[src/hw/rtl/qdal_pkg.sv]
// qdal_pkg: shared types, register map and constants of the quadrature decoder
// with acceleration and limits; no dependencies
`default_nettype none

package qdal_pkg;

   localparam int unsigned REG_ADDR_W = 5;

   typedef enum logic [2:0] {
      REG_ENABLE = 3'd0,
      REG_CPD    = 3'd1,
      REG_MIN    = 3'd2,
      REG_MAX    = 3'd3,
      REG_WRAP   = 3'd4,
      REG_COEF   = 3'd5
   } qdal_reg_type;

   typedef enum logic [3:0] {
      ST_IDLE,
      ST_PRE_DIV,
      ST_MUL,
      ST_STEP,
      ST_ACCEL,
      ST_LIM_HI,
      ST_LIM_LO,
      ST_POST_DIV,
      ST_OUT
   } qdal_state_type;

   typedef struct packed {
      logic start;
      logic half;
   } qdal_div_ctl_type;

   typedef struct packed {
      logic busy;
      logic done;
   } qdal_div_stat_type;

   localparam logic [1:0] STEP_NONE = 2'b00;
   localparam logic [1:0] STEP_FWD  = 2'b01;
   localparam logic [1:0] STEP_REV  = 2'b11;

   localparam logic [31:0] ACCEL_CUTOFF_MS = 32'd200;
   localparam logic [31:0] ACCEL_MIN_MS    = 32'd4;

   localparam logic [31:0] DET_POS_LIMIT = 32'd8388607;
   localparam logic [31:0] DET_NEG_LIMIT = 32'd8388608;
   localparam logic [23:0] DET_MAX       = 24'h7FFFFF;
   localparam logic [23:0] DET_MIN       = 24'h800000;

   localparam logic [2:0] MUL_LAST = 3'd7;

   // quadrature step from {previous ab, current ab}
   function automatic logic [1:0] step_decode(input logic [3:0] idx);
      logic [1:0] s;
      case (idx)
         4'd1, 4'd7, 4'd8, 4'd14:  s = STEP_REV;
         4'd2, 4'd4, 4'd11, 4'd13: s = STEP_FWD;
         default:                  s = STEP_NONE;
      endcase
      return s;
   endfunction

endpackage

`default_nettype wire

[src/hw/rtl/qdal_div.sv]
// qdal_div: radix-2 restoring divider, one quotient bit per cycle, 32 or 16 steps
// depends on qdal_pkg
`default_nettype none

module qdal_div import qdal_pkg::*; (
   input  wire logic              clock,
   input  wire logic              reset,
   input  wire qdal_div_ctl_type  ctl,
   input  wire logic [31:0]       dividend,
   input  wire logic [7:0]        divisor,
   output qdal_div_stat_type      stat,
   output logic [31:0]            quotient,
   output logic [7:0]             remainder
);

   localparam logic [5:0] DIV_STEPS      = 6'd32;
   localparam logic [5:0] DIV_HALF_STEPS = 6'd16;

   logic [5:0]  cnt_ff, cnt_in;
   logic        done_ff, done_in;
   logic [31:0] q_ff, q_in;
   logic [7:0]  r_ff, r_in;
   logic [7:0]  d_ff, d_in;
   logic [8:0]  trial;
   logic [8:0]  diff;
   logic        fits;

   always_comb begin
      trial   = {r_ff, q_ff[31]};
      diff    = trial - {1'b0, d_ff};
      fits    = trial >= {1'b0, d_ff};
      cnt_in  = cnt_ff;
      done_in = 1'b0;
      q_in    = q_ff;
      r_in    = r_ff;
      d_in    = d_ff;
      if (cnt_ff != 6'd0) begin
         q_in    = {q_ff[30:0], fits};
         r_in    = fits ? diff[7:0] : trial[7:0];
         cnt_in  = cnt_ff - 6'd1;
         done_in = (cnt_ff == 6'd1);
      end else if (ctl.start) begin
         q_in   = ctl.half ? {dividend[15:0], 16'h0000} : dividend;
         r_in   = 8'h00;
         d_in   = divisor;
         cnt_in = ctl.half ? DIV_HALF_STEPS : DIV_STEPS;
      end
   end

   always_ff @(posedge clock) begin
      if (reset) begin
         cnt_ff  <= 6'd0;
         done_ff <= 1'b0;
      end else begin
         cnt_ff  <= cnt_in;
         done_ff <= done_in;
      end
   end

   always_ff @(posedge clock) begin
      q_ff <= q_in;
      r_ff <= r_in;
      d_ff <= d_in;
   end

   assign stat.busy = (cnt_ff != 6'd0);
   assign stat.done = done_ff;
   assign quotient  = q_ff;
   assign remainder = r_ff;

endmodule

`default_nettype wire

[src/hw/rtl/quadrature_decoder_accel_limits_unit.sv]
// quadrature_decoder_accel_limits_unit: top level, register file, control sequencer,
// shift-add limit scaling and result register; depends on qdal_pkg and qdal_div
`default_nettype none

// One transaction is processed at a time; the next request is taken while the
// previous response still waits in the output register. A pin sample that
// produces no step, or is ignored, skips the scaling and the limit checks. A
// sample that moves the count runs through the bit-serial scaling of the limits
// (one bit of counts_per_detent per cycle), the step and limit checks and the
// detent division, which yields one quotient bit per cycle. Acceleration adds a
// 16-bit division by the elapsed time. A preset runs through the same scaling,
// limit checks and division. After counts_per_detent is rewritten, the first
// transaction first rebuilds the cached detent value. All register writes go
// through the APB port and complete without wait states.
module quadrature_decoder_accel_limits_unit import qdal_pkg::*; (
   input  wire logic                  clock,
   input  wire logic                  reset,
   input  wire logic                  req_valid,
   output logic                       req_ready,
   input  wire logic                  req_opcode,
   input  wire logic                  req_a_level,
   input  wire logic                  req_b_level,
   input  wire logic [31:0]           req_time_ms,
   input  wire logic signed [23:0]    req_preset_detents,
   output logic                       rsp_valid,
   input  wire logic                  rsp_ready,
   output logic signed [31:0]         rsp_position_raw,
   output logic signed [23:0]         rsp_position_detents,
   output logic signed [1:0]          rsp_step_dir,
   input  wire logic                  csr_psel,
   input  wire logic                  csr_penable,
   input  wire logic                  csr_pwrite,
   input  wire logic [REG_ADDR_W-1:0] csr_paddr,
   input  wire logic [31:0]           csr_pwdata,
   output logic [31:0]                csr_prdata,
   output logic                       csr_pready
);

   qdal_state_type state_ff, state_in;

   logic        enable_ff, enable_in;
   logic [7:0]  cpd_ff, cpd_in;
   logic [23:0] min_ff, min_in;
   logic [23:0] max_ff, max_in;
   logic        wrap_ff, wrap_in;
   logic [15:0] coef_ff, coef_in;

   logic [1:0]  prev_ab_ff, prev_ab_in;
   logic [31:0] raw_ff, raw_in;
   logic [31:0] last_time_ff, last_time_in;
   logic [1:0]  last_dir_ff, last_dir_in;
   logic [23:0] det_ff, det_in;
   logic [7:0]  rem_ff, rem_in;
   logic        quo_valid_ff, quo_valid_in;
   logic        launch_ff, launch_in;
   logic [2:0]  mul_cnt_ff, mul_cnt_in;
   logic        rsp_valid_ff, rsp_valid_in;

   logic        op_ff, op_in;
   logic [31:0] time_ff, time_in;
   logic [1:0]  step_ff, step_in;
   logic [33:0] v_ff, v_in;
   logic [7:0]  dt_ff, dt_in;
   logic [7:0]  mult_ff, mult_in;
   logic [31:0] mc_p_ff, mc_p_in;
   logic [31:0] mc_lo_ff, mc_lo_in;
   logic [31:0] mc_hi_ff, mc_hi_in;
   logic [31:0] acc_p_ff, acc_p_in;
   logic [31:0] acc_lo_ff, acc_lo_in;
   logic [31:0] acc_hi_ff, acc_hi_in;
   logic [31:0] rsp_raw_ff, rsp_raw_in;
   logic [23:0] rsp_det_ff, rsp_det_in;
   logic [1:0]  rsp_step_ff, rsp_step_in;

   logic              csr_write;
   qdal_reg_type      csr_reg;
   logic [7:0]        c_eff;
   logic [7:0]        c_less;
   logic [1:0]        cur_ab;
   logic [1:0]        dec_step;
   logic              raw_neg;
   logic              raw_pos;
   logic [31:0]       abs_raw;
   logic [31:0]       elapsed;
   logic              detent_change;
   logic [33:0]       hi_ext;
   logic [33:0]       lo_ext;
   logic [33:0]       v_sat;
   logic [23:0]       det_sat;

   qdal_div_ctl_type  div_ctl;
   qdal_div_stat_type div_stat;
   logic [31:0]       div_dividend;
   logic [7:0]        div_divisor;
   logic [31:0]       div_quo;
   logic [7:0]        div_rem;

   qdal_div u_div (
      .clock     (clock),
      .reset     (reset),
      .ctl       (div_ctl),
      .dividend  (div_dividend),
      .divisor   (div_divisor),
      .stat      (div_stat),
      .quotient  (div_quo),
      .remainder (div_rem)
   );

   // register file
   assign csr_write  = csr_psel & csr_penable & csr_pwrite;
   assign csr_reg    = qdal_reg_type'(csr_paddr[REG_ADDR_W-1:2]);
   assign csr_pready = 1'b1;

   always_comb begin
      enable_in = enable_ff;
      cpd_in    = cpd_ff;
      min_in    = min_ff;
      max_in    = max_ff;
      wrap_in   = wrap_ff;
      coef_in   = coef_ff;
      if (csr_write) begin
         case (csr_reg)
            REG_ENABLE: enable_in = csr_pwdata[0];
            REG_CPD:    cpd_in    = csr_pwdata[7:0];
            REG_MIN:    min_in    = csr_pwdata[23:0];
            REG_MAX:    max_in    = csr_pwdata[23:0];
            REG_WRAP:   wrap_in   = csr_pwdata[0];
            REG_COEF:   coef_in   = csr_pwdata[15:0];
            default:    ;
         endcase
      end
   end

   always_comb begin
      case (csr_reg)
         REG_ENABLE: csr_prdata = {31'h0, enable_ff};
         REG_CPD:    csr_prdata = {24'h0, cpd_ff};
         REG_MIN:    csr_prdata = {{8{min_ff[23]}}, min_ff};
         REG_MAX:    csr_prdata = {{8{max_ff[23]}}, max_ff};
         REG_WRAP:   csr_prdata = {31'h0, wrap_ff};
         REG_COEF:   csr_prdata = {16'h0, coef_ff};
         default:    csr_prdata = 32'h0;
      endcase
   end

   // datapath helpers
   assign c_eff    = (cpd_ff == 8'd0) ? 8'd1 : cpd_ff;
   assign c_less   = c_eff - 8'd1;
   assign cur_ab   = {req_b_level, req_a_level};
   assign dec_step = step_decode({prev_ab_ff, cur_ab});
   assign raw_neg  = raw_ff[31];
   assign raw_pos  = !raw_ff[31] && (raw_ff != 32'h0);
   assign abs_raw  = raw_neg ? (32'h0 - raw_ff) : raw_ff;
   assign elapsed  = time_ff - last_time_ff;
   assign hi_ext   = {{2{acc_hi_ff[31]}}, acc_hi_ff};
   assign lo_ext   = {{2{acc_lo_ff[31]}}, acc_lo_ff};
   assign v_sat    = ($signed(v_ff) < $signed(lo_ext)) ? (wrap_ff ? hi_ext : lo_ext) : v_ff;

   always_comb begin
      if (step_ff == STEP_FWD) begin
         detent_change = raw_neg ? (rem_ff == 8'd0) : (rem_ff == c_less);
      end else begin
         detent_change = raw_pos ? (rem_ff == 8'd0) : (rem_ff == c_less);
      end
   end

   always_comb begin
      if (!raw_neg) begin
         det_sat = (div_quo > DET_POS_LIMIT) ? DET_MAX : div_quo[23:0];
      end else begin
         det_sat = (div_quo > DET_NEG_LIMIT) ? DET_MIN : (24'h0 - div_quo[23:0]);
      end
   end

   assign div_dividend = (state_ff == ST_ACCEL) ? {16'h0, coef_ff} : abs_raw;
   assign div_divisor  = (state_ff == ST_ACCEL) ? dt_ff : c_eff;

   // sequencer
   always_comb begin
      state_in     = state_ff;
      prev_ab_in   = prev_ab_ff;
      raw_in       = raw_ff;
      last_time_in = last_time_ff;
      last_dir_in  = last_dir_ff;
      det_in       = det_ff;
      rem_in       = rem_ff;
      quo_valid_in = quo_valid_ff;
      launch_in    = launch_ff;
      mul_cnt_in   = mul_cnt_ff;
      rsp_valid_in = rsp_valid_ff && !rsp_ready;
      op_in        = op_ff;
      time_in      = time_ff;
      step_in      = step_ff;
      v_in         = v_ff;
      dt_in        = dt_ff;
      mult_in      = mult_ff;
      mc_p_in      = mc_p_ff;
      mc_lo_in     = mc_lo_ff;
      mc_hi_in     = mc_hi_ff;
      acc_p_in     = acc_p_ff;
      acc_lo_in    = acc_lo_ff;
      acc_hi_in    = acc_hi_ff;
      rsp_raw_in   = rsp_raw_ff;
      rsp_det_in   = rsp_det_ff;
      rsp_step_in  = rsp_step_ff;
      div_ctl      = '0;
      req_ready    = 1'b0;

      case (state_ff)
         ST_IDLE: begin
            req_ready  = 1'b1;
            mul_cnt_in = 3'd0;
            mult_in    = c_eff;
            mc_lo_in   = {{8{min_ff[23]}}, min_ff};
            mc_hi_in   = {{8{max_ff[23]}}, max_ff};
            acc_p_in   = 32'h0;
            acc_lo_in  = 32'h0;
            acc_hi_in  = 32'h0;
            if (req_valid) begin
               op_in   = req_opcode;
               time_in = req_time_ms;
               mc_p_in = {{8{req_preset_detents[23]}}, req_preset_detents};
               step_in = STEP_NONE;
               if (req_opcode) begin
                  state_in = ST_MUL;
               end else if (enable_ff) begin
                  prev_ab_in = cur_ab;
                  step_in    = dec_step;
                  if (dec_step != STEP_NONE) begin
                     state_in = quo_valid_ff ? ST_MUL : ST_PRE_DIV;
                  end else begin
                     state_in = quo_valid_ff ? ST_OUT : ST_POST_DIV;
                  end
               end else begin
                  state_in = quo_valid_ff ? ST_OUT : ST_POST_DIV;
               end
            end
         end

         ST_PRE_DIV, ST_POST_DIV: begin
            div_ctl.start = !launch_ff;
            launch_in     = 1'b1;
            if (launch_ff && div_stat.done) begin
               launch_in    = 1'b0;
               det_in       = det_sat;
               rem_in       = div_rem;
               quo_valid_in = 1'b1;
               state_in     = (state_ff == ST_PRE_DIV) ? ST_MUL : ST_OUT;
            end
         end

         ST_MUL: begin
            mul_cnt_in = mul_cnt_ff + 3'd1;
            mult_in    = {1'b0, mult_ff[7:1]};
            mc_p_in    = {mc_p_ff[30:0], 1'b0};
            mc_lo_in   = {mc_lo_ff[30:0], 1'b0};
            mc_hi_in   = {mc_hi_ff[30:0], 1'b0};
            if (mult_ff[0]) begin
               acc_p_in  = acc_p_ff + mc_p_ff;
               acc_lo_in = acc_lo_ff + mc_lo_ff;
               acc_hi_in = acc_hi_ff + mc_hi_ff;
            end
            if (mul_cnt_ff == MUL_LAST) begin
               state_in = ST_STEP;
            end
         end

         ST_STEP: begin
            state_in = ST_LIM_HI;
            if (op_ff) begin
               v_in = {{2{acc_p_ff[31]}}, acc_p_ff};
            end else begin
               v_in = {{2{raw_ff[31]}}, raw_ff} + {{32{step_ff[1]}}, step_ff};
               if (detent_change && (coef_ff > 16'd1)) begin
                  last_time_in = time_ff;
                  last_dir_in  = step_ff;
                  if ((step_ff == last_dir_ff) && (elapsed < ACCEL_CUTOFF_MS)) begin
                     dt_in    = (elapsed < ACCEL_MIN_MS) ? ACCEL_MIN_MS[7:0] : elapsed[7:0];
                     state_in = ST_ACCEL;
                  end
               end
            end
         end

         ST_ACCEL: begin
            div_ctl.start = !launch_ff;
            div_ctl.half  = 1'b1;
            launch_in     = 1'b1;
            if (launch_ff && div_stat.done) begin
               launch_in = 1'b0;
               if (step_ff == STEP_FWD) begin
                  v_in = v_ff + {18'h0, div_quo[15:0]};
               end else begin
                  v_in = v_ff - {18'h0, div_quo[15:0]};
               end
               state_in = ST_LIM_HI;
            end
         end

         ST_LIM_HI: begin
            if ($signed(v_ff) > $signed(hi_ext)) begin
               v_in = wrap_ff ? lo_ext : hi_ext;
            end
            state_in = ST_LIM_LO;
         end

         ST_LIM_LO: begin
            raw_in       = v_sat[31:0];
            quo_valid_in = 1'b0;
            state_in     = ST_POST_DIV;
         end

         ST_OUT: begin
            if (!rsp_valid_ff || rsp_ready) begin
               rsp_valid_in = 1'b1;
               rsp_raw_in   = raw_ff;
               rsp_det_in   = det_ff;
               rsp_step_in  = step_ff;
               state_in     = ST_IDLE;
            end
         end

         default: begin
            state_in = ST_IDLE;
         end
      endcase

      if (csr_write && (csr_reg == REG_CPD)) begin
         quo_valid_in = 1'b0;
      end
   end

   always_ff @(posedge clock) begin
      if (reset) begin
         state_ff <= ST_IDLE;
      end else begin
         state_ff <= state_in;
      end
   end

   always_ff @(posedge clock) begin
      if (reset) begin
         enable_ff    <= 1'b1;
         cpd_ff       <= 8'd1;
         min_ff       <= 24'h800000;
         max_ff       <= 24'h7FFFFF;
         wrap_ff      <= 1'b0;
         coef_ff      <= 16'h0;
         prev_ab_ff   <= 2'b00;
         raw_ff       <= 32'h0;
         last_time_ff <= 32'h0;
         last_dir_ff  <= STEP_NONE;
         det_ff       <= 24'h0;
         rem_ff       <= 8'h0;
         quo_valid_ff <= 1'b1;
         launch_ff    <= 1'b0;
         mul_cnt_ff   <= 3'd0;
         rsp_valid_ff <= 1'b0;
      end else begin
         enable_ff    <= enable_in;
         cpd_ff       <= cpd_in;
         min_ff       <= min_in;
         max_ff       <= max_in;
         wrap_ff      <= wrap_in;
         coef_ff      <= coef_in;
         prev_ab_ff   <= prev_ab_in;
         raw_ff       <= raw_in;
         last_time_ff <= last_time_in;
         last_dir_ff  <= last_dir_in;
         det_ff       <= det_in;
         rem_ff       <= rem_in;
         quo_valid_ff <= quo_valid_in;
         launch_ff    <= launch_in;
         mul_cnt_ff   <= mul_cnt_in;
         rsp_valid_ff <= rsp_valid_in;
      end
   end

   always_ff @(posedge clock) begin
      op_ff       <= op_in;
      time_ff     <= time_in;
      step_ff     <= step_in;
      v_ff        <= v_in;
      dt_ff       <= dt_in;
      mult_ff     <= mult_in;
      mc_p_ff     <= mc_p_in;
      mc_lo_ff    <= mc_lo_in;
      mc_hi_ff    <= mc_hi_in;
      acc_p_ff    <= acc_p_in;
      acc_lo_ff   <= acc_lo_in;
      acc_hi_ff   <= acc_hi_in;
      rsp_raw_ff  <= rsp_raw_in;
      rsp_det_ff  <= rsp_det_in;
      rsp_step_ff <= rsp_step_in;
   end

   assign rsp_valid            = rsp_valid_ff;
   assign rsp_position_raw     = rsp_raw_ff;
   assign rsp_position_detents = rsp_det_ff;
   assign rsp_step_dir         = rsp_step_ff;

endmodule

`default_nettype wire

[config.mk]
export PLATFORM = sky130hd
export DESIGN_NAME = quadrature_decoder_accel_limits_unit
export DESIGN_NICKNAME = d
export VERILOG_FILES = /design/src/hw/rtl/qdal_pkg.sv /design/src/hw/rtl/qdal_div.sv /design/src/hw/rtl/quadrature_decoder_accel_limits_unit.sv
export SDC_FILE = /design/constraint.sdc
export NUM_CORES = 2
export LEC_CHECK = 0
export BUFFER_PORTS_ARGS = -buffer_cell sky130_fd_sc_hd__buf_2
export CAP_MARGIN = 25
export CORE_MARGIN = 5
export CORE_UTILIZATION = 50
export CTS_BUF_LIST = sky130_fd_sc_hd__clkbuf_8
export CTS_CLUSTER_SIZE = 10
export DETAILED_ROUTE_END_ITERATION = 16
export PLACE_DENSITY = 0.67
export SYNTH_ARGS = -nofsm -noshare
export SYNTH_HDL_FRONTEND = slang
export SYNTH_HIERARCHICAL = 1
export SYNTH_SLANG_ARGS = --single-unit
[constraint.sdc]
create_clock -name clock -period 7.8 [get_ports clock]
set_input_delay 1.56 -clock clock [delete_from_list [all_inputs] [get_ports clock]]
set_output_delay 1.56 -clock clock [all_outputs]
set_load 0.1 [all_outputs]
==> impl_metrics.json <==
{
  "outcome": "finished clean",
  "crit_path_end_kind": "register",
  "drive_above_1_share_pct": 10.4,
  "num_rows": 100,
  "vias": 30800,
  "r2r_slack_ns": 2.53,
  "cp.arrival_ns": 5.69,
  "vias_per_cell": 5.78,
  "postCtsSetupBuffers": 0,
  "synthFlopType": "edfxtp_1",
  "cts_resized": 0,
  "cts_sinks": 574,
  "worstPathMaxFanout": 10,
  "tightest_slew_ns": 1.05,
  "slew_viol_final": 0,
  "cts_tree": "done",
  "hold_path.class": "reg -> reg",
  "cts_buffer_depth": 3,
  "pre_cts_ws_ns": 2.61,
  "fin_crit_sh_pct": 67.5,
  "async_reset_ff_share_pct": 0,
  "layout_commonest_cell": "nand2_1",
  "routed_wl_um": 103000,
  "antenna_found_initial": 3,
  "initial_utilization_pct": 50.4,
  "core_um2": 74300,
  "wl_per_cell_um": 19.3,
  "fin_crit_ns": 5.27,
  "path_class": "reg -> reg",
  "drtPass1Iterations": 6,
  "nets": 4667,
  "r2r_end": "v_ff[32]",
  "htreeDepth": 3,
  "syn_inst": 4146,
  "timing.rr.start": "u_div/quotient[7]",
  "synth_warnings": 6,
  "grt_max_degree": 110,
  "cts_hold_buf": 0,
  "cap_violations": 0,
  "synth_cell_types": 104,
  "gr-usage-all-layers_pct": 24.5,
  "dieWidth_um": 284,
  "critPathCapture": "v_ff[32]",
  "die_y_um": 284,
  "cp-startpoint": "u_div/quotient[7]",
  "syn_to_final_growth_pct": 10.1,
  "synth_seq_area_share_pct": 40.9,
  "grt_overflow_total": 0,
  "power_density_nw_per_um2": 375,
  "syn_avg_cell_area_um2": 9.04,
  "holdPathStages": 0,
  "clk_pin_slew_ns": 0.07,
  "numCtsBuffers": 101,
  "start_kind": "register",
  "crit_chain": "nor4_2 -> nand4_1 -> or3_4 -> nor3_2 -> ha_1 -> nand2_1 -> o21ai_0 -> ha_1 -> a21o_1 -> a211oi_1 -> a21oi_1 -> a211oi_1 -> a21oi_1 -> o41ai_1 -> xor2_1 -> o21ai_0",
  "power_leakage_nw": 17.2,
  "hold_violations": 0,
  "synth_edf_count": 383,
  "drc": 0,
  "skew_ns": 0.0647,
  "grt_pass1_wl_um": 160000,
  "slowest_delay_ns": 0.65,
  "routabilityCongestion": 0.942,
  "ys_seq_elements": 574,
  "synth_nets": 4534,
  "rsz0062_at_grt": "no",
  "final_cell_mix": "nand2_1, edfxtp_1, nor2_1, a21oi_1, ha_1",
  "finalSetupTns_ns": 0,
  "ios": 196,
  "layout_setup_ws_ns": 2.53,
  "required_ns": 8.23,
  "grt_pass1_vias": 28500,
  "setup_viol": 0,
  "hpwl_um": 77100,
  "drtIter0Drc": 2987,
  "cts_root_buf": "clkbuf_8",
  "crit_slowest_cell": "a211oi_1",
  "max_slew_margin_pct": 29.8,
  "clock_latency_ns": 0.73,
  "io_buffers": 184,
  "die_area_um2": 80500,
  "syn_area_um2": 37500,
  "reg2reg_depth": 16,
  "ant_nets": 0,
  "fmax_mhz": 190,
  "vdd_drop_max_v": 0.000252
}
how the worst min path moves through the flow:
stage	from	endpoint	slack [ns]
floorplan	det_ff[23]	rsp_position_detents[23]	0.41
global placement	det_ff[20]	rsp_position_detents[20]	0.42
detailed placement	det_ff[19]	rsp_position_detents[19]	0.42
CTS	det_ff[15]	rsp_position_detents[15]	0.43
global route	det_ff[15]	rsp_position_detents[15]	0.44
finish	det_ff[4]	rsp_position_detents[4]	0.43
power breakdown:
group	switching [mW]	internal (mW)
combinational	4.68	2.72
sequential	0.666	4.40
clock	1.34	1.65
total	6.68	8.78
cell type report:
type	count	area, µm²
Antenna cell	4	10.0
Clock buffer	121	1670
Clock inverter	70	518
Fill cell	6819	33100
Inverter	182	687
Multi-Input combinational cell	3201	20700
Sequential cell	574	15300
Tap cell	969	1210
Timing Repair Buffer	219	1190
synth_stat cells (all sizes together) (39+ instances only):
cell type	number	share of area, %
a21o	96	1.9
a21oi	285	3.8
buf	49	0.91
clkbuf	140	1.4
dfxtp	191	10
edfxtp	383	31
ha	278	9.3
inv	179	1.8
mux2i	152	4.1
nand2	718	7.2
nand2b	78	1.3
nand3	53	0.71
nor2	322	3.3
nor2b	39	0.65
nor3	89	1.3
o21ai	288	3.8
o22ai	40	0.67
xnor2	92	2.2
xor2	109	2.5
routing by layer:
layer  part of all wire, %  global-route usage [%]
met1                    47                    36.3
met4                   2.7                    7.61
met2                    42                    36.2
met3                   8.6                    4.81
met5                     0                   0.833
worst max-delay path: cells and delay by family, from the launching register on:
family / cells / cell delay, ns
and+or+nand+nor: 5 / 1.52
xor gates and xnor gates: 1 / 0.17
DFF: 1 / 0.54
adders and majority gates: 2 / 0.73
AOI/OAI and AO/OA: 8 / 2.00
cells by family after synthesis:
kind of cell	synth area share [%]
AOI/OAI and AO/OA	17.5
other	0.0100
muxes	4.27
buffers and inverters	4.17
adders and majority gates	9.66
xor gates and xnor gates	4.70
DFF	40.9
and+or+nand+nor	18.8
registers in the layout (all words and copies together), names as in the netlist, 32 cells and up:
name and flops:
time_ff 32, u_div/quotient 32, acc_lo_ff 32, mc_hi_ff 32, last_time_ff 32, rsp_position_raw 32, mc_lo_ff 32, v_ff 34
acc_hi_ff 32, acc_p_ff 32, raw_ff 32, mc_p_ff 32
metrics by stage:
step                      cell area [µm²]  std cells  total power, mW  hold WS, ns  util (%)
after detailed placement            39100       5145             12.4        0.419      52.6
after global routing                41300       5339             16.5        0.438      55.5
final                               41300       5340             15.5        0.432      55.5
after global placement              39100       5143             12.3        0.415      52.6
after CTS                           41300       5336             15.4        0.434      55.5
after floorplan                     37500       4146             10.7        0.408         -
Note: power is estimated with default switching activity, not from simulation.
